==> src/design/thermal_fan_and_trip_controller_core_macros.svh <==
// Assertion macros for the thermal fan and trip controller.
// Needs clk_i and rst_ni in the scope where a macro is used.
`ifndef THERMAL_FAN_AND_TRIP_CONTROLLER_CORE_MACROS_SVH
`define THERMAL_FAN_AND_TRIP_CONTROLLER_CORE_MACROS_SVH

// A property that must hold at every clock edge outside reset.
`define TFTC_ASSERT(lbl, prop, msg) \
  lbl: assert property (@(posedge clk_i) disable iff (!rst_ni) (prop)) else $error(msg);

// An antecedent that must be followed by its consequent in the same cycle.
`define TFTC_ASSERT_IMP(lbl, ante, cons, msg) \
  lbl: assert property (@(posedge clk_i) disable iff (!rst_ni) (ante) |-> (cons)) \
    else $error(msg);

// An antecedent that must be followed by its consequent in the next cycle.
`define TFTC_ASSERT_NXT(lbl, ante, cons, msg) \
  lbl: assert property (@(posedge clk_i) disable iff (!rst_ni) (ante) |=> (cons)) \
    else $error(msg);

`endif

==> src/design/tftc_pkg.sv <==
// Types and constants of the thermal fan and trip controller.
// No dependencies; used by the interfaces and the core.
package tftc_pkg;

  typedef logic signed [12:0] temp_t;
  typedef logic [9:0]         duty_t;
  typedef logic [1:0]         run_state_t;
  typedef logic [1:0]         cfg_index_t;
  typedef logic [12:0]        cfg_data_t;
  typedef logic [15:0]        millivolt_t;
  typedef logic [11:0]        megahertz_t;
  typedef logic [6:0]         percent_t;

  // Reported run states.
  localparam run_state_t RUN_MINING   = 2'd0;
  localparam run_state_t RUN_PAUSED   = 2'd1;
  localparam run_state_t RUN_SHUTDOWN = 2'd2;

  // Register indexes on the configuration channel.
  localparam cfg_index_t CFG_AUTO_FAN     = 2'd0;
  localparam cfg_index_t CFG_MANUAL_FAN   = 2'd1;
  localparam cfg_index_t CFG_ASIC_TRIP    = 2'd2;
  localparam cfg_index_t CFG_REG_TRIP     = 2'd3;

  // Fan duties in tenths of a percent.
  localparam duty_t FAN_PAUSED = 10'd300;
  localparam duty_t FAN_FULL   = 10'd1000;
  localparam duty_t FAN_MIN    = 10'd350;

  // Temperatures in 1/16 degree C.
  localparam temp_t CHIP_RAMP_LO = 13'sd720;
  localparam temp_t CHIP_RAMP_HI = 13'sd1200;
  localparam temp_t REG_RAMP_LO  = 13'sd960;
  localparam temp_t REG_RAMP_HI  = 13'sd1360;
  localparam temp_t NO_CHIP_TEMP = 13'sd800;

  // Trip qualifiers.
  localparam megahertz_t TRIP_MIN_MHZ = 12'd50;
  localparam millivolt_t TRIP_MIN_MV  = 16'd1000;

  localparam percent_t   MANUAL_MAX_PERCENT = 7'd100;

  // Register reset values.
  localparam percent_t RST_MANUAL_FAN = 7'd100;
  localparam temp_t    RST_ASIC_TRIP  = 13'sd1200;
  localparam temp_t    RST_REG_TRIP   = 13'sd1680;

  // Reciprocal of three, scaled by 2^17, exact for dividends below 2^11.
  localparam logic [15:0] RECIP3_Q17 = 16'd43691;

endpackage

==> src/design/tftc_if.sv <==
// Handshake channels of the thermal fan and trip controller: poll ticks,
// results and configuration writes. Depends on tftc_pkg.
interface tftc_in_if;
  import tftc_pkg::*;

  logic       valid;
  logic       ready;
  temp_t      chip_temp_a;
  temp_t      chip_temp_b;
  temp_t      regulator_temp;
  millivolt_t input_voltage_mv;
  megahertz_t core_frequency_mhz;
  logic       pause_request;
  logic       resume_ok;

  modport source (output valid, chip_temp_a, chip_temp_b, regulator_temp, input_voltage_mv,
                  core_frequency_mhz, pause_request, resume_ok, input ready);
  modport sink   (input valid, chip_temp_a, chip_temp_b, regulator_temp, input_voltage_mv,
                  core_frequency_mhz, pause_request, resume_ok, output ready);
endinterface

interface tftc_out_if;
  import tftc_pkg::*;

  logic       valid;
  logic       ready;
  duty_t      fan_duty;
  run_state_t run_state;
  logic       resume_failed;
  temp_t      chip_temp_average;

  modport source (output valid, fan_duty, run_state, resume_failed, chip_temp_average,
                  input ready);
  modport sink   (input valid, fan_duty, run_state, resume_failed, chip_temp_average,
                  output ready);
endinterface

interface tftc_cfg_if;
  import tftc_pkg::*;

  logic       valid;
  logic       ready;
  cfg_index_t index;
  cfg_data_t  data;

  modport source (output valid, index, data, input ready);
  modport sink   (input valid, index, data, output ready);
endinterface

==> src/design/thermal_fan_and_trip_controller_core.sv <==
// Thermal fan and overheat trip controller: takes one poll tick per cycle and
// returns one result per tick in the next cycle, from a result register. A new
// tick is taken whenever the result register is empty or its contents are being
// transferred, so the sustained rate is one tick per cycle unless stalled; the
// path from the input channel to the result register is set by the two fan
// ramps (a constant scaling and a multiply by a reciprocal of three). Configuration
// writes are always taken and should be made only while no tick is in flight.
// Once an overheat trip has latched, every later result reports shutdown at full
// fan until reset. Depends on tftc_pkg, tftc_if and the macros header.
`include "thermal_fan_and_trip_controller_core_macros.svh"

module thermal_fan_and_trip_controller_core (
  input  logic clk_i,
  input  logic rst_ni,
  tftc_in_if.sink    in_i,
  tftc_out_if.source out_o,
  tftc_cfg_if.sink   cfg_i
);
  import tftc_pkg::*;

  // Configuration registers.
  logic     auto_fan_q;
  percent_t manual_fan_q;
  temp_t    asic_trip_q;
  temp_t    reg_trip_q;

  // Run state.
  logic paused_q, paused_d;
  logic trip_q, trip_d;

  // Result register.
  logic       out_valid_q;
  duty_t      fan_q, fan_d;
  run_state_t state_q, state_d;
  logic       fail_q, fail_d;
  temp_t      avg_q, avg_d;

  logic in_xfer;

  assign cfg_i.ready = 1'b1;
  assign in_i.ready  = !out_valid_q || out_o.ready;
  assign in_xfer     = in_i.valid && in_i.ready;

  always_ff @(posedge clk_i or negedge rst_ni) begin
    if (!rst_ni) begin
      auto_fan_q   <= 1'b1;
      manual_fan_q <= RST_MANUAL_FAN;
      asic_trip_q  <= RST_ASIC_TRIP;
      reg_trip_q   <= RST_REG_TRIP;
    end else if (cfg_i.valid) begin
      case (cfg_i.index)
        CFG_AUTO_FAN:   auto_fan_q   <= cfg_i.data[0];
        CFG_MANUAL_FAN: manual_fan_q <= cfg_i.data[6:0];
        CFG_ASIC_TRIP:  asic_trip_q  <= temp_t'(cfg_i.data);
        CFG_REG_TRIP:   reg_trip_q   <= temp_t'(cfg_i.data);
        default: ;
      endcase
    end
  end

  // Chip validity, average, hottest chip and trip conditions.
  logic             chip_a_ok, chip_b_ok;
  logic signed [13:0] temp_sum;
  temp_t            hot_temp;
  logic             trip_hit, trip_armed;

  always_comb begin
    chip_a_ok = in_i.chip_temp_a > 13'sd0;
    chip_b_ok = in_i.chip_temp_b > 13'sd0;
    temp_sum  = 14'(in_i.chip_temp_a) + 14'(in_i.chip_temp_b);
    // Adding the sign bit before the shift rounds the halving toward zero.
    avg_d     = temp_t'((temp_sum + 14'(temp_sum[13])) >>> 1);
    if (chip_a_ok && chip_b_ok) begin
      hot_temp = (in_i.chip_temp_a > in_i.chip_temp_b) ? in_i.chip_temp_a : in_i.chip_temp_b;
    end else if (chip_a_ok) begin
      hot_temp = in_i.chip_temp_a;
    end else if (chip_b_ok) begin
      hot_temp = in_i.chip_temp_b;
    end else begin
      hot_temp = NO_CHIP_TEMP;
    end
    trip_hit   = (chip_a_ok && in_i.chip_temp_a > asic_trip_q) ||
                 (chip_b_ok && in_i.chip_temp_b > asic_trip_q) ||
                 (in_i.regulator_temp > reg_trip_q);
    trip_armed = (in_i.core_frequency_mhz > TRIP_MIN_MHZ) ||
                 (in_i.input_voltage_mv > TRIP_MIN_MV);
  end

  // Chip ramp: 650 tenths over 480 steps, that is d * 65 / 48.
  temp_t        chip_off;
  logic [8:0]   chip_d;
  logic [14:0]  chip_x65;
  logic [26:0]  chip_prod;
  duty_t        chip_fan;

  always_comb begin
    chip_off  = hot_temp - CHIP_RAMP_LO;
    chip_d    = chip_off[8:0];
    chip_x65  = {chip_d, 6'b0} + 15'(chip_d);
    chip_prod = 27'(chip_x65[14:4]) * 27'(RECIP3_Q17);
    if (hot_temp < CHIP_RAMP_LO) begin
      chip_fan = FAN_MIN;
    end else if (hot_temp >= CHIP_RAMP_HI) begin
      chip_fan = FAN_FULL;
    end else begin
      chip_fan = FAN_MIN + chip_prod[26:17];
    end
  end

  // Regulator ramp: 650 tenths over 400 steps, that is d * 13 / 8.
  temp_t        reg_off;
  logic [8:0]   reg_dlt;
  logic [12:0]  reg_x13;
  duty_t        reg_fan;

  always_comb begin
    reg_off = in_i.regulator_temp - REG_RAMP_LO;
    reg_dlt = reg_off[8:0];
    reg_x13 = {reg_dlt, 3'b0} + {1'b0, reg_dlt, 2'b0} + 13'(reg_dlt);
    if (in_i.regulator_temp < REG_RAMP_LO) begin
      reg_fan = FAN_MIN;
    end else if (in_i.regulator_temp >= REG_RAMP_HI) begin
      reg_fan = FAN_FULL;
    end else begin
      reg_fan = FAN_MIN + reg_x13[12:3];
    end
  end

  percent_t manual_sat;
  duty_t    manual_fan;
  duty_t    run_fan;

  always_comb begin
    manual_sat = (manual_fan_q > MANUAL_MAX_PERCENT) ? MANUAL_MAX_PERCENT : manual_fan_q;
    manual_fan = {manual_sat, 3'b0} + {2'b0, manual_sat, 1'b0};
    if (auto_fan_q) begin
      run_fan = (reg_fan > chip_fan) ? reg_fan : chip_fan;
    end else begin
      run_fan = manual_fan;
    end
  end

  // Tick decision.
  always_comb begin
    paused_d = paused_q;
    trip_d   = trip_q;
    fail_d   = 1'b0;
    if (trip_q) begin
      fan_d   = FAN_FULL;
      state_d = RUN_SHUTDOWN;
    end else begin
      if (in_i.pause_request && !paused_q) begin
        paused_d = 1'b1;
      end else if (!in_i.pause_request && paused_q) begin
        if (in_i.resume_ok) begin
          paused_d = 1'b0;
        end else begin
          fail_d = 1'b1;
        end
      end
      if (paused_d) begin
        fan_d   = FAN_PAUSED;
        state_d = RUN_PAUSED;
      end else if (trip_hit && trip_armed) begin
        trip_d  = 1'b1;
        fan_d   = FAN_FULL;
        state_d = RUN_SHUTDOWN;
      end else begin
        fan_d   = run_fan;
        state_d = RUN_MINING;
      end
    end
  end

  always_ff @(posedge clk_i or negedge rst_ni) begin
    if (!rst_ni) begin
      paused_q    <= 1'b0;
      trip_q      <= 1'b0;
      out_valid_q <= 1'b0;
    end else if (in_xfer) begin
      paused_q    <= paused_d;
      trip_q      <= trip_d;
      out_valid_q <= 1'b1;
    end else if (out_o.ready) begin
      out_valid_q <= 1'b0;
    end
  end

  // The average is reported only on a running tick or on the tick that trips.
  always_ff @(posedge clk_i) begin
    if (in_xfer) begin
      fan_q   <= fan_d;
      state_q <= state_d;
      fail_q  <= fail_d;
      avg_q   <= (trip_q || paused_d) ? 13'sd0 : avg_d;
    end
  end

  assign out_o.valid             = out_valid_q;
  assign out_o.fan_duty          = fan_q;
  assign out_o.run_state         = state_q;
  assign out_o.resume_failed     = fail_q;
  assign out_o.chip_temp_average = avg_q;

  `TFTC_ASSERT_NXT(a_trip_sticks, trip_q, trip_q, "overheat trip released before reset")
  `TFTC_ASSERT(a_trip_not_paused, !(trip_q && paused_q), "tripped and paused at once")
  `TFTC_ASSERT_IMP(a_shutdown_full_fan, out_valid_q && state_q == RUN_SHUTDOWN,
                   fan_q == FAN_FULL, "shutdown result without full fan")
  `TFTC_ASSERT_IMP(a_paused_result, out_valid_q && state_q == RUN_PAUSED,
                   fan_q == FAN_PAUSED && avg_q == 13'sd0, "paused result malformed")
  `TFTC_ASSERT_IMP(a_fail_only_paused, out_valid_q && fail_q,
                   state_q == RUN_PAUSED && paused_q, "resume failure outside pause")

endmodule
==> src/flat_wrapper.sv <==
// flat-port wrapper written by rule: the top's interface ports become plain ports
module thermal_fan_and_trip_controller_core_flat import tftc_pkg::*;
  (clk_i, rst_ni, in_i_valid, in_i_chip_temp_a, in_i_chip_temp_b, in_i_regulator_temp, in_i_input_voltage_mv, in_i_core_frequency_mhz, in_i_pause_request, in_i_resume_ok, in_i_ready, out_o_valid, out_o_fan_duty, out_o_run_state, out_o_resume_failed, out_o_chip_temp_average, out_o_ready, cfg_i_valid, cfg_i_index, cfg_i_data, cfg_i_ready);
  tftc_in_if in_i_i ();
  tftc_out_if out_o_i ();
  tftc_cfg_if cfg_i_i ();
  input  logic clk_i;
  input  logic rst_ni;
  input wire logic [$bits(in_i_i.valid)-1:0] in_i_valid;
  input wire logic [$bits(in_i_i.chip_temp_a)-1:0] in_i_chip_temp_a;
  input wire logic [$bits(in_i_i.chip_temp_b)-1:0] in_i_chip_temp_b;
  input wire logic [$bits(in_i_i.regulator_temp)-1:0] in_i_regulator_temp;
  input wire logic [$bits(in_i_i.input_voltage_mv)-1:0] in_i_input_voltage_mv;
  input wire logic [$bits(in_i_i.core_frequency_mhz)-1:0] in_i_core_frequency_mhz;
  input wire logic [$bits(in_i_i.pause_request)-1:0] in_i_pause_request;
  input wire logic [$bits(in_i_i.resume_ok)-1:0] in_i_resume_ok;
  output wire logic [$bits(in_i_i.ready)-1:0] in_i_ready;
  output wire logic [$bits(out_o_i.valid)-1:0] out_o_valid;
  output wire logic [$bits(out_o_i.fan_duty)-1:0] out_o_fan_duty;
  output wire logic [$bits(out_o_i.run_state)-1:0] out_o_run_state;
  output wire logic [$bits(out_o_i.resume_failed)-1:0] out_o_resume_failed;
  output wire logic [$bits(out_o_i.chip_temp_average)-1:0] out_o_chip_temp_average;
  input wire logic [$bits(out_o_i.ready)-1:0] out_o_ready;
  input wire logic [$bits(cfg_i_i.valid)-1:0] cfg_i_valid;
  input wire logic [$bits(cfg_i_i.index)-1:0] cfg_i_index;
  input wire logic [$bits(cfg_i_i.data)-1:0] cfg_i_data;
  output wire logic [$bits(cfg_i_i.ready)-1:0] cfg_i_ready;
  assign in_i_i.valid = in_i_valid;
  assign in_i_i.chip_temp_a = in_i_chip_temp_a;
  assign in_i_i.chip_temp_b = in_i_chip_temp_b;
  assign in_i_i.regulator_temp = in_i_regulator_temp;
  assign in_i_i.input_voltage_mv = in_i_input_voltage_mv;
  assign in_i_i.core_frequency_mhz = in_i_core_frequency_mhz;
  assign in_i_i.pause_request = in_i_pause_request;
  assign in_i_i.resume_ok = in_i_resume_ok;
  assign in_i_ready = in_i_i.ready;
  assign out_o_valid = out_o_i.valid;
  assign out_o_fan_duty = out_o_i.fan_duty;
  assign out_o_run_state = out_o_i.run_state;
  assign out_o_resume_failed = out_o_i.resume_failed;
  assign out_o_chip_temp_average = out_o_i.chip_temp_average;
  assign out_o_i.ready = out_o_ready;
  assign cfg_i_i.valid = cfg_i_valid;
  assign cfg_i_i.index = cfg_i_index;
  assign cfg_i_i.data = cfg_i_data;
  assign cfg_i_ready = cfg_i_i.ready;
  thermal_fan_and_trip_controller_core u_core (.clk_i(clk_i), .rst_ni(rst_ni), .in_i(in_i_i), .out_o(out_o_i), .cfg_i(cfg_i_i));
endmodule
==> config.mk <==
export PLATFORM = sky130hd
export DESIGN_NAME = thermal_fan_and_trip_controller_core_flat
export DESIGN_NICKNAME = d
export VERILOG_FILES = /design/src/design/tftc_pkg.sv /design/src/design/tftc_if.sv /design/src/design/thermal_fan_and_trip_controller_core.sv /design/src/flat_wrapper.sv
export VERILOG_INCLUDE_DIRS = /design/src /design/src/design
export SDC_FILE = /design/constraint.sdc
export NUM_CORES = 1
export LEC_CHECK = 0
export BUFFER_PORTS_ARGS = -buffer_cell sky130_fd_sc_hd__buf_2
export CORE_MARGIN = 3
export CORE_UTILIZATION = 55
export DETAILED_ROUTE_END_ITERATION = 8
export GPL_ROUTABILITY_DRIVEN = 0
export HOLD_SLACK_MARGIN = 0.06
export PLACE_DENSITY = 0.75
export SETUP_SLACK_MARGIN = 0.4
export SYNTH_ARGS = -nofsm -noshare
export SYNTH_HDL_FRONTEND = slang
export SYNTH_SLANG_ARGS = --single-unit
==> constraint.sdc <==
create_clock -name clk_i -period 3.85 [get_ports clk_i]
set_input_delay 0.1925 -clock clk_i [delete_from_list [all_inputs] [get_ports clk_i]]
set_output_delay 0.1925 -clock clk_i [all_outputs]
set_load 0.05 [all_outputs]
==> out/qor.yml <==
worst_setup_path:
  worst_path_largest_cell_delay_ns: 0.54
  crit_start: "in_i_chip_temp_b[4]"
  crit_slowest_cell: "fa_2"
  critical_path_buf_inv_count: 9
  r2r-end: "u_core.out_o.fan_duty[9]"
  worst_ep_arrival_time_ns: 10.21
  required_ns: 3.95
  ff2ff_path_depth: 14
  crit_top_cell: "fa_2"
  crit_family: "adder cells"
  crit_path_end: "u_core.out_o.fan_duty[9]"
  worst-setup-path-type: "in2reg"
  start_kind: "primary input"
  reg2reg_from: "u_core.manual_fan_q[5]"
  worst-path-stages: 49
  r2r_setup_slack_ns: 0.37
  crit_fanout: 4
  cp-end-kind: "register"
run_status:
  status: "complete, but fails checks"
  violations: "negative setup slack"
place:
  dp_hpwl_um: 23790
  port_buffers: 116
global_route:
  grt_pass1_wl_um: 50740
  grt_max_degree: 38
  antenna_found_initial: 0
  overflow: 0
  grt_pass1_vias: 10520
  grt_use_total_pct: 31.82
floorplanning:
  die_w_um: 139.2
  die_h_um: 139.2
  die-area_um2: 19370
  coreArea_um2: 17360
  start_util_pct: 56.20
  top_level_ports: 118
  num_rows: 48
finish:
  layout_common_cells: "buf_4 (281), ha_1 (158), inv_1 (127), buf_2 (110), nor2_1 (59)"
  diodes: 0
  final_common_cell: "buf_4"
  final_net_count: 1789
  fillers: 1071
  drive_gt1_share_pct: 41.03
  regArea_um2: 1722
  multi_input_area_um2: 8045
  syn2layout_area_growth_pct: 41.32
sta:
  finClkSkew_ns: 0.01079
  setup_viol: 10
  hold_viol: 0
  drv_slew: 0
  fin_setup_tns_ns: -62.11
  worst_pin_slew_ns: 0.8168
  period_share_pct: 262.8
  setup_slack_ns: -6.267
  max_freq_ghz: 0.09884
  rsz0062_at_grt: "true"
  hold_ws_ns: 0.1051
  min_period_ns: 10.12
  slew_headroom_pct: 45.55
route:
  drt_iter0_drc: 772
  wirelength_um: 32040
  post_drt_wl_per_cell_um: 18.82
  route.detailed.drc: 0
  ant_nets: 0
  num_vias: 10130
  drt_pass1_iterations: 5
  vias_per_cell: 5.950
clock_network:
  htreeDepth: 3
  clk_pin_slew_ns: 0.06
  clk_latency_ns: 0.34
  cts_buffers: 9
  cts-root-buf: "clkbuf_16"
  max-clock-path-buffers: 2
  cts_tree: "yes"
  clkSinkCount: 63
synth:
  synthFlopType: "edfxtp_1"
  netlist_area_um2: 9754
  synth_edf_count: 26
  synthDistinctLibCells: 94
  ys_ff_latch: 63
  yosysWarnings: 0
  synthArstFlopShare_pct: 58.73
  syn_inst: 1068
  synth_area_per_cell_um2: 9.133
  syn_nets: 1385
  seq_area_frac_synth_pct: 17.65
min_path:
  worstHoldPathType: "in2reg"
flow_run:
  max_cap_violations: 0
## cells by family after synthesis
kind of cell | after synthesis | synth area share [%]
AOI/OAI and AO/OA | 247 | 18.30
xor gates and xnor gates | 55 | 4.938
adders and majority gates | 228 | 32.86
buffers and inverters | 159 | 6.349
DFF | 63 | 17.65
muxes | 35 | 4.015
other | 1 | 0.03844
and+or+nand+nor | 280 | 15.84
## metrics by stage
step	std cells	worst slack [ns]	util, %	area [µm²]
after global routing	1702	-6.762	79.42	13780
after floorplan	1068	-6.258	-	9951
after detailed placement	1637	-6.650	72.26	12540
final	1702	-6.267	79.42	13780
after CTS	1688	-5.832	77.92	13520
after global placement	1637	-6.340	72.26	12540
## timing repair
| action | CTS | global route |
|---|---|---|
| setup endpoints to repair | 10 | 10 |
| gates resized for setup | 79 | 34 |
| hold buffers | 2 | 0 |
| hold endpoints to repair | 26 | 0 |
| buffers inserted | 33 | 14 |
| pin swaps | 68 | 53 |
## cells in the mapped netlist, types with 16 or more instances
cell type | n | area share, %
xnor2_1 | 30 | 2.7
dfrtp_1 | 25 | 6.4
nor2_1 | 64 | 2.5
nand3_1 | 20 | 1.0
fa_1 | 47 | 9.6
nor3_1 | 25 | 1.3
mux2_2 | 33 | 3.8
inv_1 | 144 | 5.5
xor2_1 | 25 | 2.2
nand2b_1 | 16 | 1.0
ha_1 | 181 | 23
nand4_1 | 20 | 1.3
o21ai_0 | 41 | 2.1
edfxtp_1 | 26 | 8.0
nand2_1 | 39 | 1.5
a21oi_1 | 50 | 2.6
a21o_1 | 23 | 1.8
## flip-flops by register name, indices dropped and copies added, names as in the netlist
register,flops
u_core.asic_trip_q,13
u_core.out_o.chip_temp_average,13
u_core.reg_trip_q,13
u_core.out_o.fan_duty,10
u_core.manual_fan_q,7
u_core.out_o.run_state,2
u_core.auto_fan_q,1
u_core.out_o.resume_failed,1
u_core.out_o.valid,1
u_core.paused_q,1
u_core.trip_q,1
## final cells by class
| class | count | area share, % |
|---|---|---|
| Inverter | 145 | 4.094 |
| Clock inverter | 3 | 0.1362 |
| Sequential cell | 63 | 12.49 |
| Clock buffer | 13 | 2.197 |
| Multi-Input combinational cell | 846 | 58.36 |
| Timing Repair Buffer | 407 | 20.68 |
| Tap cell | 225 | 2.042 |
## worst min-delay path by stage
stage	cells past startpoint	slack [ns]	from	endpoint
floorplan	0	-0.10	rst_ni	u_core.asic_trip_q[0]
global placement	1	0.31	rst_ni	u_core.reg_trip_q[6]
detailed placement	1	0.31	rst_ni	u_core.reg_trip_q[8]
CTS	2	0.10	cfg_i_data[9]	u_core.asic_trip_q[9]
global route	2	0.11	cfg_i_data[8]	u_core.reg_trip_q[8]
finish	2	0.11	cfg_i_data[9]	u_core.reg_trip_q[9]
## layer usage
| metal | GRT usage [%] | vias up | part of all wire, % |
|---|---|---|---|
| li1 | - | 4670 | - |
| met1 | 38.14 | 4896 | 39 |
| met2 | 58.02 | 438 | 50 |
| met3 | 4.483 | 123 | 6.2 |
| met4 | 11.43 | 0 | 4.3 |
| met5 | 0 | - | 0 |
Power is left out: the tool's default activity adds up to more than one toggle a clock period on the data nets, which glitch-free logic cannot reach.
